### config.mk
export PLATFORM = sky130hd
export DESIGN_NAME = bpa_ctrl
export DESIGN_NICKNAME = d
export VERILOG_FILES = /design/src/rtl/bpa_pkg.sv /design/src/rtl/bpa_ctrl.sv
export VERILOG_INCLUDE_DIRS = /design/src /design/src/rtl
export SDC_FILE = /design/constraint.sdc
export NUM_CORES = 1
export LEC_CHECK = 0
export BUFFER_PORTS_ARGS = -buffer_cell sky130_fd_sc_hd__buf_4
export CAP_MARGIN = 0
export CELL_PAD_IN_SITES_DETAIL_PLACEMENT = 1
export CELL_PAD_IN_SITES_GLOBAL_PLACEMENT = 2
export CORE_MARGIN = 8
export CORE_UTILIZATION = 26
export CTS_BUF_LIST = sky130_fd_sc_hd__clkbuf_4 sky130_fd_sc_hd__clkbuf_8
export CTS_CLUSTER_DIAMETER = 50
export DETAILED_ROUTE_END_ITERATION = 7
export HOLD_SLACK_MARGIN = 0.08
export PLACE_DENSITY_LB_ADDON = 0.1
export SYNTH_ARGS = -nofsm -noshare
export SYNTH_HDL_FRONTEND = slang
export SYNTH_SLANG_ARGS = --single-unit
### constraint.sdc
create_clock -name clk -period 3.1 [get_ports clk]
set_input_delay 0.31 -clock clk [delete_from_list [all_inputs] [get_ports clk]]
set_output_delay 0.31 -clock clk [all_outputs]
set_load 0.01 [all_outputs]
### src/rtl/bitmap_page_allocator_macros.svh
// Assertion macros shared by the page allocator modules.
`ifndef BITMAP_PAGE_ALLOCATOR_MACROS_SVH
`define BITMAP_PAGE_ALLOCATOR_MACROS_SVH

// Same-cycle implication, sampled on clk and disabled while rst_n is low.
`define BPA_ASSERT_IMP(name, ante, cons) \
    name: assert property (@(posedge clk) disable iff (!rst_n) (ante) |-> (cons)) \
        else $error("bitmap page allocator: check failed");

// Next-cycle implication, sampled on clk and disabled while rst_n is low.
`define BPA_ASSERT_NEXT(name, ante, cons) \
    name: assert property (@(posedge clk) disable iff (!rst_n) (ante) |=> (cons)) \
        else $error("bitmap page allocator: check failed");

`endif

### src/rtl/bpa_pkg.sv
// Types and codes shared by the page allocator controller and datapath.
package bpa_pkg;

    localparam int FREE_BYTES_W = 28;
    localparam logic [FREE_BYTES_W-1:0] FREE_BYTES_MAX = 28'hFFFFFFF;

    localparam logic [0:0] REG_RAM_BASE   = 1'b0;
    localparam logic [0:0] REG_KERNEL_END = 1'b1;

    typedef enum logic [1:0] {
        CMD_INIT  = 2'd0,
        CMD_ALLOC = 2'd1,
        CMD_FREE  = 2'd2
    } cmd_t;

    typedef enum logic [2:0] {
        ST_OK          = 3'd0,
        ST_OUT_OF_MEM  = 3'd1,
        ST_NOT_FOUND   = 3'd2,
        ST_OUT_OF_BNDS = 3'd3,
        ST_MISALIGNED  = 3'd4,
        ST_DOUBLE_FREE = 3'd5
    } status_t;

    typedef enum logic [3:0] {
        S_CLEAR,
        S_IDLE,
        S_DECODE,
        S_INIT_CALC,
        S_INIT_FILL,
        S_ALLOC_RD,
        S_ALLOC_CHK,
        S_FREE_RD,
        S_FREE_CHK,
        S_DONE
    } state_t;

    // Commands from the controller to the datapath.
    typedef struct packed {
        logic    ld_item;
        logic    calc_end;
        logic    calc_kp;
        logic    wcnt_clr;
        logic    wcnt_hint;
        logic    wcnt_idx;
        logic    fill_wr;
        logic    init_commit;
        logic    rd_issue;
        logic    alloc_step;
        logic    free_commit;
        logic    set_res;
        status_t res_code;
        logic    out_load;
    } dp_cmd_t;

    // Status from the datapath to the controller.
    typedef struct packed {
        cmd_t item_cmd;
        logic fc_zero;
        logic hint_end;
        logic free_oob;
        logic free_mis;
        logic bit_set;
        logic found;
        logic last_word;
    } dp_stat_t;

endpackage

### src/rtl/bpa_ctrl.sv
// Allocator controller: sequences clear, init, alloc and free over the datapath.
`include "bitmap_page_allocator_macros.svh"

module bpa_ctrl (
    input  logic              clk,
    input  logic              rst_n,
    input  logic              in_valid,
    output logic              in_stall,
    output logic              out_valid,
    input  logic              out_stall,
    input  bpa_pkg::dp_stat_t st,
    output bpa_pkg::dp_cmd_t  ctl
);
    import bpa_pkg::*;

    state_t state_reg, state_next;
    logic   out_valid_reg, out_valid_next;
    logic   out_free;

    // The result register can take a new item when empty or being drained.
    assign out_free = !out_valid_reg || !out_stall;

    always_comb
    begin
        state_next = state_reg;
        case (state_reg)
            S_CLEAR:
            begin
                if (st.last_word)
                begin
                    state_next = S_IDLE;
                end
            end
            S_IDLE:
            begin
                if (in_valid)
                begin
                    state_next = S_DECODE;
                end
            end
            S_DECODE:
            begin
                case (st.item_cmd)
                    CMD_INIT:
                    begin
                        state_next = S_INIT_CALC;
                    end
                    CMD_ALLOC:
                    begin
                        if (st.fc_zero || st.hint_end)
                        begin
                            state_next = S_DONE;
                        end
                        else
                        begin
                            state_next = S_ALLOC_RD;
                        end
                    end
                    CMD_FREE:
                    begin
                        if (st.free_oob || st.free_mis)
                        begin
                            state_next = S_DONE;
                        end
                        else
                        begin
                            state_next = S_FREE_RD;
                        end
                    end
                    default:
                    begin
                        state_next = S_DONE;
                    end
                endcase
            end
            S_INIT_CALC:
            begin
                state_next = S_INIT_FILL;
            end
            S_INIT_FILL:
            begin
                if (st.last_word)
                begin
                    state_next = S_DONE;
                end
            end
            S_ALLOC_RD:
            begin
                state_next = S_ALLOC_CHK;
            end
            S_ALLOC_CHK:
            begin
                if (st.found || st.last_word)
                begin
                    state_next = S_DONE;
                end
                else
                begin
                    state_next = S_ALLOC_RD;
                end
            end
            S_FREE_RD:
            begin
                state_next = S_FREE_CHK;
            end
            S_FREE_CHK:
            begin
                state_next = S_DONE;
            end
            S_DONE:
            begin
                if (out_free)
                begin
                    state_next = S_IDLE;
                end
            end
            default:
            begin
                state_next = S_IDLE;
            end
        endcase
    end

    always_comb
    begin
        ctl            = '0;
        ctl.res_code   = ST_OK;
        out_valid_next = out_valid_reg && out_stall;
        case (state_reg)
            S_CLEAR:
            begin
                ctl.fill_wr = 1'b1;
            end
            S_IDLE:
            begin
                ctl.ld_item = in_valid;
            end
            S_DECODE:
            begin
                case (st.item_cmd)
                    CMD_INIT:
                    begin
                        ctl.calc_end = 1'b1;
                    end
                    CMD_ALLOC:
                    begin
                        if (st.fc_zero)
                        begin
                            ctl.set_res  = 1'b1;
                            ctl.res_code = ST_OUT_OF_MEM;
                        end
                        else if (st.hint_end)
                        begin
                            ctl.set_res  = 1'b1;
                            ctl.res_code = ST_NOT_FOUND;
                        end
                        else
                        begin
                            ctl.wcnt_hint = 1'b1;
                        end
                    end
                    CMD_FREE:
                    begin
                        if (st.free_oob)
                        begin
                            ctl.set_res  = 1'b1;
                            ctl.res_code = ST_OUT_OF_BNDS;
                        end
                        else if (st.free_mis)
                        begin
                            ctl.set_res  = 1'b1;
                            ctl.res_code = ST_MISALIGNED;
                        end
                        else
                        begin
                            ctl.wcnt_idx = 1'b1;
                        end
                    end
                    default:
                    begin
                        ctl.set_res = 1'b1;
                    end
                endcase
            end
            S_INIT_CALC:
            begin
                ctl.calc_kp  = 1'b1;
                ctl.wcnt_clr = 1'b1;
            end
            S_INIT_FILL:
            begin
                ctl.fill_wr = 1'b1;
                if (st.last_word)
                begin
                    ctl.init_commit = 1'b1;
                    ctl.set_res     = 1'b1;
                end
            end
            S_ALLOC_RD, S_FREE_RD:
            begin
                ctl.rd_issue = 1'b1;
            end
            S_ALLOC_CHK:
            begin
                ctl.alloc_step = 1'b1;
                if (st.found)
                begin
                    ctl.set_res = 1'b1;
                end
                else if (st.last_word)
                begin
                    ctl.set_res  = 1'b1;
                    ctl.res_code = ST_NOT_FOUND;
                end
            end
            S_FREE_CHK:
            begin
                ctl.set_res = 1'b1;
                if (st.bit_set)
                begin
                    ctl.free_commit = 1'b1;
                end
                else
                begin
                    ctl.res_code = ST_DOUBLE_FREE;
                end
            end
            S_DONE:
            begin
                if (out_free)
                begin
                    ctl.out_load   = 1'b1;
                    out_valid_next = 1'b1;
                end
            end
            default:
            begin
            end
        endcase
    end

    always_ff @(posedge clk or negedge rst_n)
    begin
        if (!rst_n)
        begin
            state_reg     <= S_CLEAR;
            out_valid_reg <= 1'b0;
        end
        else
        begin
            state_reg     <= state_next;
            out_valid_reg <= out_valid_next;
        end
    end

    assign in_stall  = (state_reg != S_IDLE);
    assign out_valid = out_valid_reg;

    `BPA_ASSERT_NEXT(a_accept_decodes, in_valid && !in_stall, state_reg == S_DECODE)
    `BPA_ASSERT_NEXT(a_result_held, out_valid_reg && out_stall, out_valid_reg)
    `BPA_ASSERT_NEXT(a_scan_continues, state_reg == S_ALLOC_CHK && !st.found && !st.last_word,
                     state_reg == S_ALLOC_RD)

endmodule

==> After elaboration in Yosys (flattened, before gate mapping) <==
Cells that the tools add are included.
Widths: inputs -> output; s select.
{ "totals": {"regBits": 5, "input_bits": 13, "wordCells": 73} }
{ "op_classes": {"reduce_logical": 12, "mux": 43, "eq_ne": 16} }
{ "op_table": {"columns": ["op", "n"], "rows": [
  ["$mux 4", 12],
  ["$pmux 4 s10", 1],
  ["$mux 1", 21],
  ["$eq 4x3->1 const B", 4],
  ["$pmux 4 s3", 1],
  ["$pmux 3 s3", 1],
  ["$eq 4x2->1 const B", 2],
  ["$eq 4x4->1 const B", 2],
  ["$ne 2x2->1 const B", 4],
  ["$mux 3", 2],
  ["$pmux 3 s2", 1],
  ["$eq 4x1->1 const B", 1],
  ["$logic_not 4->1", 1],
  ["$logic_or 1x1->1", 4],
  ["$mux 2", 2],
  ["$ne 4x1->1 const B", 1],
  ["$pmux 1 s4", 1],
  ["$reduce_and 4->1", 1],
  ["$reduce_or 2->1", 2],
  ["$pmux 1 s3", 1],
  ["$eq 2x1->1 const B", 1],
  ["$eq 2x2->1 const B", 1],
  ["$logic_not 1->1", 2],
  ["$logic_not 2->1", 1],
  ["$logic_and 1x1->1", 1]
]} }

==> Logic depth before layout (Yosys ltp) <==
{ "logic_depth": {"ltp_word": 4, "mapped_depth": 6} }

==> Worst setup path after synthesis <==
Ideal clock, no wire load.
{ "synth_path": {"path_type": "reg2out", "start": "register state_reg[3]", "end": "output ctl[3] (netlist name)", "t_required_ps": 2790, "n_path_buf": 1, "slack_ps": 1396, "stages_incl_launch_ff": 5, "arrival_time_ps": 1394, "cell_sequence": "dfrtp_1 > buf_4 > nor3_1 > nand2_1 > o32ai_1"} }
{ "synth_lines": {"columns": ["element", "line", "text"], "rows": [
  ["start: declaration", "bpa_ctrl.sv:16", "state_t state_reg, state_next;"],
  ["start signal: assignment", "bpa_ctrl.sv:251", "state_reg <= state_next;"],
  ["end: declaration", "bpa_ctrl.sv:12", "output bpa_pkg::dp_cmd_t ctl"]
]} }

==> flow_summary_export.csv <==
group,metric,value,unit
cells_and_area,stdcell_count,151,
cells_and_area,fill_cells,324,
floorplan,floorplan.core_area,0.00241,sq mm
status,status,"finished, final reports clean",
worst_setup_path,worstPathMaxFanout,13,
cells_and_area,antenna_cells,0,
worst_setup_path,required_time_at_the_worst_slack_endpoint,2.79,ns
placed_design,placed_cell_area,872,sq um
floorplan,fp.dieArea,0.00430,sq mm
timing,fin_worst_hold_slack,0.315,ns
cells_and_area,layout.area.seq,125,sq um
clock_tree,cts_tree,"yes",
clock_tree,clk_pin_slew_worst_paths,0.05,ns
placed_design,numPlacedInstances,146,
timing,fmax,434,MHz
global_route,antenna_found_initial,0,
hold_path,hp-class,"input pin to flip-flop",
worst_setup_path,crit_arrival,1.99,ns
detailed_routing,detail_route.wirelength,2.30,mm
timing,timing.setup.tns,0,ns
placed_design,place_ws,1.06,ns
timing,count_of_endpoints_failing_setup_in_the_final_report,0,
logic_synthesis,yosysSeqAreaShare,19.6,%
worst_setup_path,critical_path.slowest_cell,"dfrtp_1",
worst_setup_path,critical-path-top-delay-family,"simple AND/OR/NAND/NOR gates",
floorplan,core.rowCount,18,
timing,finalClockSkew,0.00138,ns
detailed_routing,via_per_inst,4.98,
placed_design,finalWeightedCongestion,0.751,
pwr,powerDensity,634,mW/mm^2
cells_and_area,fin_area,912,sq um
clock_tree,cts_made_buffers,3,
cells_and_area,final_layout_size_suffix_gt1_share,28.9,%
floorplan,io_pins,31,
worst_setup_path,reg2reg_setup_slack,1.47,ns
worst_setup_path,slowest_delay,0.48,ns
floorplan,die_x,65.6,microns
logic_synthesis,synthesized_flop_and_latch_total,5,
timing,grt_setup_unrepaired,"no",
floorplan,die-height,65.6,microns
global_route,met1_usage,12.5,%
placed_design,numPortBuffers,30,
global_route,grt_util_met3,3.91,%
timing,period_needed,2.30,ns
logic_synthesis,yosysUniqueCellTypes,27,
timing,worstMarginPinSlew,0.484,ns
detailed_routing,num_vias,752,
logic_synthesis,synthesis.instances,91,
detailed_routing,drc_errors,0,
logic_synthesis,synth_fp_nets,110,
logic_synthesis,synth-warning-count,0,
clock_tree,clock_tree.htree_level_count,1,
floorplan,initial_core_util,26.5,%
worst_setup_path,r2r-end,"state_reg[3]",
clock_tree,tritoncts_num_sinks,5,
worst_setup_path,critical_path.startpoint_type,"flip-flop",
worst_setup_path,crit_chain,"nand2b_1 -> nor3_1 -> nand2_1 -> o32ai_1 -> buf_4",
flow_run,drv.max_cap_violation_count,0,
timing,slew_viol_final,0,
logic_synthesis,synth_area_per_cell,7.03,sq um
clock_tree,cts.root.buffer_cell,"clkbuf_4",
detailed_routing,route.antenna.remaining_nets,0,
global_route,global_route_wire_length_before_repair,3.83,mm
worst_setup_path,r2r_start,"state_reg[0]",
worst_setup_path,worstSetupEndpointType,"primary output",
detailed_routing,dr.first_iter.drc_count,17,
timing,fin_ws,0.796,ns
worst_setup_path,worst-path-buf-inv,1,
worst_setup_path,worst-path-stages,5,
logic_synthesis,syn_std_cell_area,639,sq um
worst_setup_path,crit_path_start,"state_reg[0]",
pwr,finalPower,578,uW
pwr,p_leak,0.459,nW
cells_and_area,p_r_area_growth_vs_syn,42.7,%
clock_tree,clock_latency,0.23,ns
clock_tree,clock_path_buffers,2,
clock_tree,cts_resized,0,
worst_setup_path,cp-endpoint,"ctl[3]",
hold_path,worstHoldStart,"out_stall",
detailed_routing,first_pass_iters,4,
worst_setup_path,rr_worst_depth,4,
cells_and_area,nets,141,
pwr,vdd_drop_max,0.271,mV
timing,hold_violations,0,
global_route,maximum_number_of_pins_on_one_net_before_global_route_repair,14,
cells_and_area,multiInputGateArea,465,sq um
global_route,grtUsageTotal,11.0,%
timing,relative_slew_margins,67.7,%
timing,final_min_period_over_clock_period,74.3,%
placed_design,dp_hpwl,1.89,mm
global_route,gr-usage-met2,18.8,%
global_route,gr-max-usage-layer,"met2",
cells_and_area,final_util,37.9,%
global_route,first_global_vias,803,
cells_and_area,largest_register_ffs,4,
worst_setup_path,crit_path_class,"flip-flop to primary output",
global_route,global_route.overflow_total,0,
detailed_routing,detail_route.wl_per_cell,15.2,microns
## cells in the final DEF, fill, tap and decap left out, types with 2 or more instances in the layout
cell | Yosys | final
nand2b_1 | 2 | 2
a32oi_1 | 2 | 2
buf_4 | 3 | 30
ha_1 | 6 | 6
dfrtp_1 | 5 | 5
a22oi_1 | 3 | 3
nor2b_1 | 3 | 3
o32ai_1 | 3 | 3
clkbuf_4 | 0 | 4
and3_1 | 4 | 4
and2_1 | 2 | 2
a21oi_1 | 7 | 7
nor2_1 | 10 | 10
nand2_1 | 10 | 10
o21ai_0 | 11 | 11
inv_1 | 5 | 5
nor3_1 | 4 | 4
## area by class of cell
class	count	area share, %
multi-input cells	76	51.0
repair buffers	31	25.8
flip-flops and latches	5	13.7
well taps	30	4.12
clock buffers	4	3.29
inverters	5	2.06
## repair_timing
item,4_1_cts,5_1_grt
hold buffers,1,0
buffers inserted,0,0
endpoints found under the hold margin,5,0
## worst min path at each step
stage | end | slack (ns) | cells after the start
after CTS | out_valid | 0.31 | 3
after detailed placement | state_reg[2] | 0.11 | 1
after global placement | state_reg[2] | 0.11 | 1
after global routing | out_valid | 0.33 | 3
after floorplan | out_valid | 0.01 | 0
final | out_valid | 0.32 | 3
## where the power goes
| part | internal [mW] | switching (mW) |
|---|---|---|
| Combinational | 0.165 | 0.178 |
| Sequential | 0.0892 | 0.0636 |
| Clock | 0.0573 | 0.0257 |
| Total | 0.311 | 0.267 |
## cell families after synthesis
kind of cell    count (synthesis)  share of synthesized area, %
xor+xnor                        1                          1.37
buf+inv                        10                          7.63
flops                           5                          19.6
fa+ha+maj                       6                          11.7
compound gates                 30                          29.7
simple gates                   39                          29.9
## routing by layer
metal	wire length [microns]	part of all wire, %	vias up
li1	-	-	385
met1	1070	46	346
met2	1070	46	21
met3	164	7.1	0
met4	0	0	0
met5	0	0	-
## synthesized netlist by cell type (all sizes together)
| library cell | instances | area, sq um |
|---|---|---|
| nand2 | 10 | 37.5 |
| o22ai | 1 | 6.26 |
| a21oi | 7 | 35.0 |
| a22oi | 3 | 22.5 |
| o32a | 1 | 10.0 |
| nand2b | 2 | 12.5 |
| or3 | 1 | 6.26 |
| a32oi | 2 | 17.5 |
| and3 | 5 | 32.5 |
| o22a | 1 | 8.76 |
| clkbuf | 1 | 3.75 |
| o32ai | 3 | 26.3 |
| nor3 | 4 | 20.0 |
| xor2 | 1 | 8.76 |
| dfrtp | 5 | 125 |
| nor2b | 3 | 18.8 |
| or2b | 1 | 7.51 |
| buf | 4 | 26.3 |
| nor2 | 10 | 37.5 |
| ha | 6 | 75.1 |
| a211o | 1 | 8.76 |
| o21ai | 11 | 55.1 |
| and2 | 2 | 12.5 |
| inv | 5 | 18.8 |
| nand4 | 1 | 6.26 |
## worst register-to-register path, cell delays in order, from the launching register on
cell and delay, ns:
dfrtp_1 0.48, nand2b_1 0.24, nor3_1 0.40, o21ai_0 0.22, a22oi_1 0.20
Note: power is estimated with default switching activity, not from simulation.
